[config.mk]
export PLATFORM = sky130hd
export DESIGN_NAME = sabr_div
export DESIGN_NICKNAME = d
export VERILOG_FILES = /design/src/sv/sabr_pkg.sv /design/src/sv/sabr_div.sv
export SDC_FILE = /design/constraint.sdc
export NUM_CORES = 2
export LEC_CHECK = 0
export BUFFER_PORTS_ARGS = -buffer_cell sky130_fd_sc_hd__buf_2
export CORE_MARGIN = 2
export CORE_UTILIZATION = 45
export CTS_CLUSTER_SIZE = 30
export DETAILED_ROUTE_END_ITERATION = 12
export PLACE_DENSITY_LB_ADDON = 0.2
export SYNTH_ARGS = -nofsm -noshare
export SYNTH_HDL_FRONTEND = slang
export SYNTH_SLANG_ARGS = --single-unit
[constraint.sdc]
create_clock -name clk -period 4.4 [get_ports clk]
set_clock_uncertainty 0.05 [all_clocks]
set_input_delay 0.88 -clock clk [delete_from_list [all_inputs] [get_ports clk]]
set_output_delay 0.88 -clock clk [all_outputs]
set_load 0.02 [all_outputs]
[src/sv/sabr_pkg.sv]
// Shared types, constants and helpers for the slip-aligned basis rotation block.
// Used by every module of the block but sabr_delay; depends on nothing.
package sabr_pkg;

  localparam int VEL_W = 32;
  localparam int ROT_W = 32;
  localparam int ROT_N = 9;
  localparam int IDX_W = 10;
  localparam int MAG_W = 33;
  localparam int NORM_W = 30;
  localparam int NORM_MSB = 29;
  localparam int SQRT_W = 31;
  localparam int QW = 31;
  localparam int DIV_NUM_W = 2 * QW - 1;
  localparam logic [30:0] MIN_SLIP_RESET = 31'd66;

  typedef struct packed {
    logic [IDX_W-1:0]        cell_index;
    logic signed [VEL_W-1:0] disp_vel_x;
    logic signed [VEL_W-1:0] disp_vel_y;
    logic signed [VEL_W-1:0] disp_vel_z;
    logic signed [VEL_W-1:0] cont_vel_x;
    logic signed [VEL_W-1:0] cont_vel_y;
    logic signed [VEL_W-1:0] cont_vel_z;
  } sample_t;

  typedef struct packed {
    logic signed [ROT_W-1:0] rot_xx;
    logic signed [ROT_W-1:0] rot_xy;
    logic signed [ROT_W-1:0] rot_xz;
    logic signed [ROT_W-1:0] rot_yx;
    logic signed [ROT_W-1:0] rot_yy;
    logic signed [ROT_W-1:0] rot_yz;
    logic signed [ROT_W-1:0] rot_zx;
    logic signed [ROT_W-1:0] rot_zy;
    logic signed [ROT_W-1:0] rot_zz;
    logic                    updated;
    logic                    degenerate;
  } rot_t;

  typedef logic [ROT_N-1:0][ROT_W-1:0] rot_word_t;

  typedef struct packed {
    logic [IDX_W-1:0] idx;
    logic [2:0]       neg;
    logic             exceed;
    logic             degen;
  } side_t;

  typedef struct packed {
    side_t                   side;
    logic [2:0][NORM_W-1:0]  nm;
  } side_norm_t;

  typedef struct packed {
    side_t           side;
    logic [QW-1:0]   rn;
  } side_rn_t;

  typedef struct packed {
    side_t               side;
    logic [5:0][QW-1:0]  q;
  } side_quo_t;

  function automatic logic [ROT_W-1:0] signed_bits(logic neg, logic [QW-1:0] mag);
    logic [ROT_W-1:0] v;
    v = ROT_W'(mag);
    return neg ? (ROT_W'(0) - v) : v;
  endfunction

endpackage

[src/sv/sabr_div.sv]
// Pipelined restoring divider, one quotient bit per stage, quotient truncated.
// Depends on sabr_pkg; the numerator's top bits must stay below the divisor.
module sabr_div (
  input  logic                           clk,
  input  logic                           en,
  input  logic [sabr_pkg::DIV_NUM_W-1:0] num,
  input  logic [sabr_pkg::QW-1:0]        den,
  output logic [sabr_pkg::QW-1:0]        quo
);

  localparam int Q = sabr_pkg::QW;

  logic [Q-1:0] rm  [1:Q];
  logic [Q-1:0] low [1:Q];
  logic [Q-1:0] qt  [1:Q];
  logic [Q-1:0] dv  [1:Q];

  for (genvar i = 0; i < Q; i++) begin : g_step
    logic [Q-1:0] prv_rm;
    logic [Q-1:0] prv_low;
    logic [Q-1:0] prv_q;
    logic [Q-1:0] prv_dv;
    logic [Q:0]   cur;

    if (i == 0) begin : g_first
      assign prv_rm = Q'(num[sabr_pkg::DIV_NUM_W-1:Q]);
      assign prv_low = num[Q-1:0];
      assign prv_q = '0;
      assign prv_dv = den;
    end else begin : g_next
      assign prv_rm = rm[i];
      assign prv_low = low[i];
      assign prv_q = qt[i];
      assign prv_dv = dv[i];
    end

    assign cur = {prv_rm, prv_low[Q-1]};

    always_ff @(posedge clk) begin
      if (en) begin
        low[i+1] <= {prv_low[Q-2:0], 1'b0};
        dv[i+1] <= prv_dv;
        if (cur >= {1'b0, prv_dv}) begin
          rm[i+1] <= Q'(cur - {1'b0, prv_dv});
          qt[i+1] <= {prv_q[Q-2:0], 1'b1};
        end else begin
          rm[i+1] <= Q'(cur);
          qt[i+1] <= {prv_q[Q-2:0], 1'b0};
        end
      end
    end
  end

  assign quo = qt[Q];

endmodule

==> results.py <==
metrics = {
    "run_status": {
        "status": "complete, no violations",
    },
    "final_layout": {
        "areaGrowthSynthToFinish_pct": 11.7,
        "fin_nets": 13200,
        "layout_common_cells": "edfxtp_1, inv_1, ha_1, a21oi_1, nand2_1",
        "final_util_pct": 50.5,
        "regArea_mm2": 0.0847,
        "drive_above_1_share_pct": 10.6,
        "multi_input_area_mm2": 0.0549,
        "final_common_cell": "edfxtp_1",
        "nFillCells": 27900,
        "stdcell_count": 16700,
    },
    "grt": {
        "grt_max_degree": 171,
        "grt.total_usage_pct": 20.8,
        "grt_pass1_wl_um": 529000,
        "grt_pass1_vias": 89500,
        "grt_overflow": 0,
        "antenna_found_initial": 8,
    },
    "job": {
        "maxCapViolations": 0,
    },
    "sta": {
        "fin_crit_sh_pct": 95.7,
        "tightest_slew_ns": 1.04,
        "finalMaxSlewViolations": 0,
        "fin_setup_tns_ns": 0,
        "slew_headroom_pct": 29.5,
        "min_period_ns": 4.21,
        "finalSetupViolCount": 0,
        "finalHoldViolations": 0,
        "timing.fmax_mhz": 237,
        "worst_slack_ns": 0.189,
        "rsz0062_at_grt": "no",
    },
    "floorplanning": {
        "initial_core_util_pct": 45.2,
        "row_count": 208,
        "die_width_um": 572,
        "num_io_pins": 125,
        "core-area_mm2": 0.321,
        "dieHeight_um": 572,
        "dieArea_mm2": 0.327,
    },
    "min_path": {
        "hp-start": "num[16]",
        "hp-class": "input port to flop",
    },
    "setup_path": {
        "cp_max_fo": 42,
        "rr_startpoint": "low[0][299]$_DFFE_PP_",
        "required_ns": 4.98,
        "endpoint_kind": "flop",
        "startpoint": "low[0][299]$_DFFE_PP_",
        "critPathLaunchType": "flop",
        "critical_path_class": "flop to flop",
        "cp_data_arrival_time_ns": 4.80,
    },
    "clock_network": {
        "cts-root-buf": "clkbuf_16",
        "htreeDepth": 5,
        "cts.sink_count": 2821,
        "path_clk_slew_ns": 0.06,
        "clk_latency_ns": 0.91,
        "cts_made_buffers": 317,
        "post_cts_buffers": 0,
        "clock_path_buffers": 4,
        "cts_tree": "built",
    },
    "drt": {
        "vias": 91100,
        "vias_per_cell": 5.46,
        "wire_per_inst_um": 20.7,
        "ant_nets": 0,
        "drt_iter0_drc": 7223,
        "firstDrtPassIters": 7,
        "drc": 0,
        "wl_um": 346000,
    },
    "synthesis": {
        "synth.yosys.seq_area_share_pct": 58.4,
        "synthSimpleGateAreaFrac_pct": 7.37,
        "yosysTopAreaCell": "edfxtp_1",
        "synth_compound_area_share_pct": 13.2,
        "syn_inst": 11800,
        "synthXorXnorAreaFrac_pct": 4.84,
        "yosysWarnings": 0,
        "synthFlopType": "edfxtp_1",
        "synth_top_family_by_area": "compound AO/OA/AOI/OAI gates",
        "syn_avg_cell_area_um2": 12.3,
        "syn_nets": 12900,
        "synth-edff-count": 2821,
        "yosys-mux-area-fraction_pct": 3.62,
        "synthAdderAreaFrac_pct": 8.70,
        "async_reset_ff_share_pct": 0,
        "synth.distinct_cells": 109,
        "synth_top_area_share_pct": 58.4,
        "synth_area_leaders": "edfxtp_1, ha_1, a21oi_1",
        "synth-seq-cells": 2821,
        "netlist_area_mm2": 0.145,
    },
    "placed_design": {
        "dp_hpwl_um": 259000,
        "place.gp.congestion": 0.908,
        "port_buffers": 124,
        "dp_worst_setup_slack_ns": 0.209,
        "dpl.cell_count": 16100,
    },
    "pwr": {
        "internal-power_w": 0.0757,
        "p_leak_nw": 65.0,
        "sw_frac_of_total_pct": 36.0,
        "pwr-share-comb_pct": 41.5,
        "vdd_drop_max_v": 0.000428,
        "pwr_density_cell_mw_per_mm2": 730,
        "power.share.clock_pct": 22.2,
        "total_power_w": 0.118,
        "p_sw_w": 0.0426,
        "p_seq_share_pct": 36.3,
    },
}
## routing by layer
metal	up-vias	wire, um	GRT usage (%)	part of all wire [%]
li1	44200	-	-	-
met1	44300	153000	27.7	44
met2	2063	168000	35.5	49
met3	556	13900	2.21	4.0
met4	0	11000	6.61	3.2
met5	-	0	0	0
## final cells by class
type / count / share of cell area [%]
Tap cell: 4305 / 3.32
Timing Repair Buffer: 280 / 1.41
Sequential cell: 2821 / 52.3
Inverter: 1206 / 2.79
Antenna cell: 8 / 0.0124
Multi-Input combinational cell: 7495 / 33.9
Clock inverter: 182 / 1.24
Clock buffer: 390 / 5.12
## cells by family (layout without fill, tap and decap cells)
group                    after synthesis  in the layout
flip-flops                          2821           2821
adder cells (fa/ha/maj)              991            991
multiplexers                         458            458
AO/OA/AOI/OAI                       2996           2996
buffers and inverters               1480           2058
XOR/XNOR                             802            802
other                                  0              8
AND/OR/NAND/NOR                     2248           2248
## synth_stat cells (16+ instances only)
| cell type | n |
|---|---|
| a2111oi_0 | 18 |
| a211o_1 | 19 |
| a211oi_1 | 66 |
| a21boi_0 | 28 |
| a21o_1 | 537 |
| a21oi_1 | 932 |
| a21oi_2 | 22 |
| a221oi_1 | 19 |
| a31o_2 | 27 |
| a31oi_1 | 101 |
| a41o_1 | 16 |
| and2_1 | 60 |
| and3_1 | 80 |
| and4_1 | 24 |
| buf_2 | 62 |
| clkbuf_1 | 192 |
| edfxtp_1 | 2821 |
| fa_1 | 30 |
| ha_1 | 961 |
| inv_1 | 1204 |
| mux2_2 | 398 |
| mux2_4 | 34 |
| mux2i_1 | 24 |
| nand2_1 | 757 |
| nand2b_1 | 97 |
| nand3_1 | 174 |
| nand4_1 | 127 |
| nor2_1 | 521 |
| nor2b_1 | 97 |
| nor3_1 | 119 |
| nor3b_1 | 17 |
| nor4_1 | 31 |
| o2111ai_1 | 19 |
| o211a_1 | 18 |
| o211ai_1 | 54 |
| o21a_1 | 102 |
| o21ai_0 | 629 |
| o21ai_1 | 25 |
| o21bai_1 | 120 |
| o31ai_1 | 62 |
| or2_2 | 34 |
| or3_1 | 41 |
| xnor2_1 | 474 |
| xor2_1 | 328 |
## worst max-delay path, stage by stage, from the launching register on
cell and delay [ns]:
edfxtp_1 0.38, inv_1 0.07, ha_1 0.17, inv_1 0.06, fa_1 0.40, a21o_1 0.23
a221oi_1 0.42, o41a_1 0.26, o21ai_1 0.15, o211a_1 0.26, o21ai_0 0.32, a21oi_1 0.21
o21bai_4 0.35, buf_12 0.25, mux2_2 0.37
## path summary, 6_finish.rpt
path,to,cells after the start,slack (ns)
hold reg to reg,qt[0][254]$_DFFE_PP_,0,0.34
setup / recovery,rm[0][311]$_DFFE_PP_,14,0.19
hold / removal,low[0][46]$_DFFE_PP_,1,0.1
setup reg to reg,rm[0][311]$_DFFE_PP_,14,0.19
## metrics by stage
step                hold WS [ns]  cell area [um2]
global route              0.0318           162000
CTS                      0.00163           162000
global placement           0.350           152000
detailed placement         0.355           152000
finish                    0.0969           162000
floorplan                  0.350           145000
## repair_timing
action	in CTS	in global routing
setup endpoints to repair	0	36
hold buffers	4	0
gates resized for setup	0	3
endpoints found under the hold margin	4	0
## flip-flops by register name, indices dropped and copies added (netlist names)
name and cells:
dv 930, rm 930, low 465, qt 496
## power by group through the flow
stage / Combinational [W] / Sequential (W) / Clock, W
after detailed placement: 0.0485 / 0.0436 / 0
after CTS: 0.0489 / 0.0431 / 0.0271
after global placement: 0.0477 / 0.0437 / 0
final: 0.0490 / 0.0430 / 0.0263
after global routing: 0.0545 / 0.0435 / 0.0280
after floorplan: 0.0375 / 0.0408 / 0
Power figures use the tool's default switching activity.
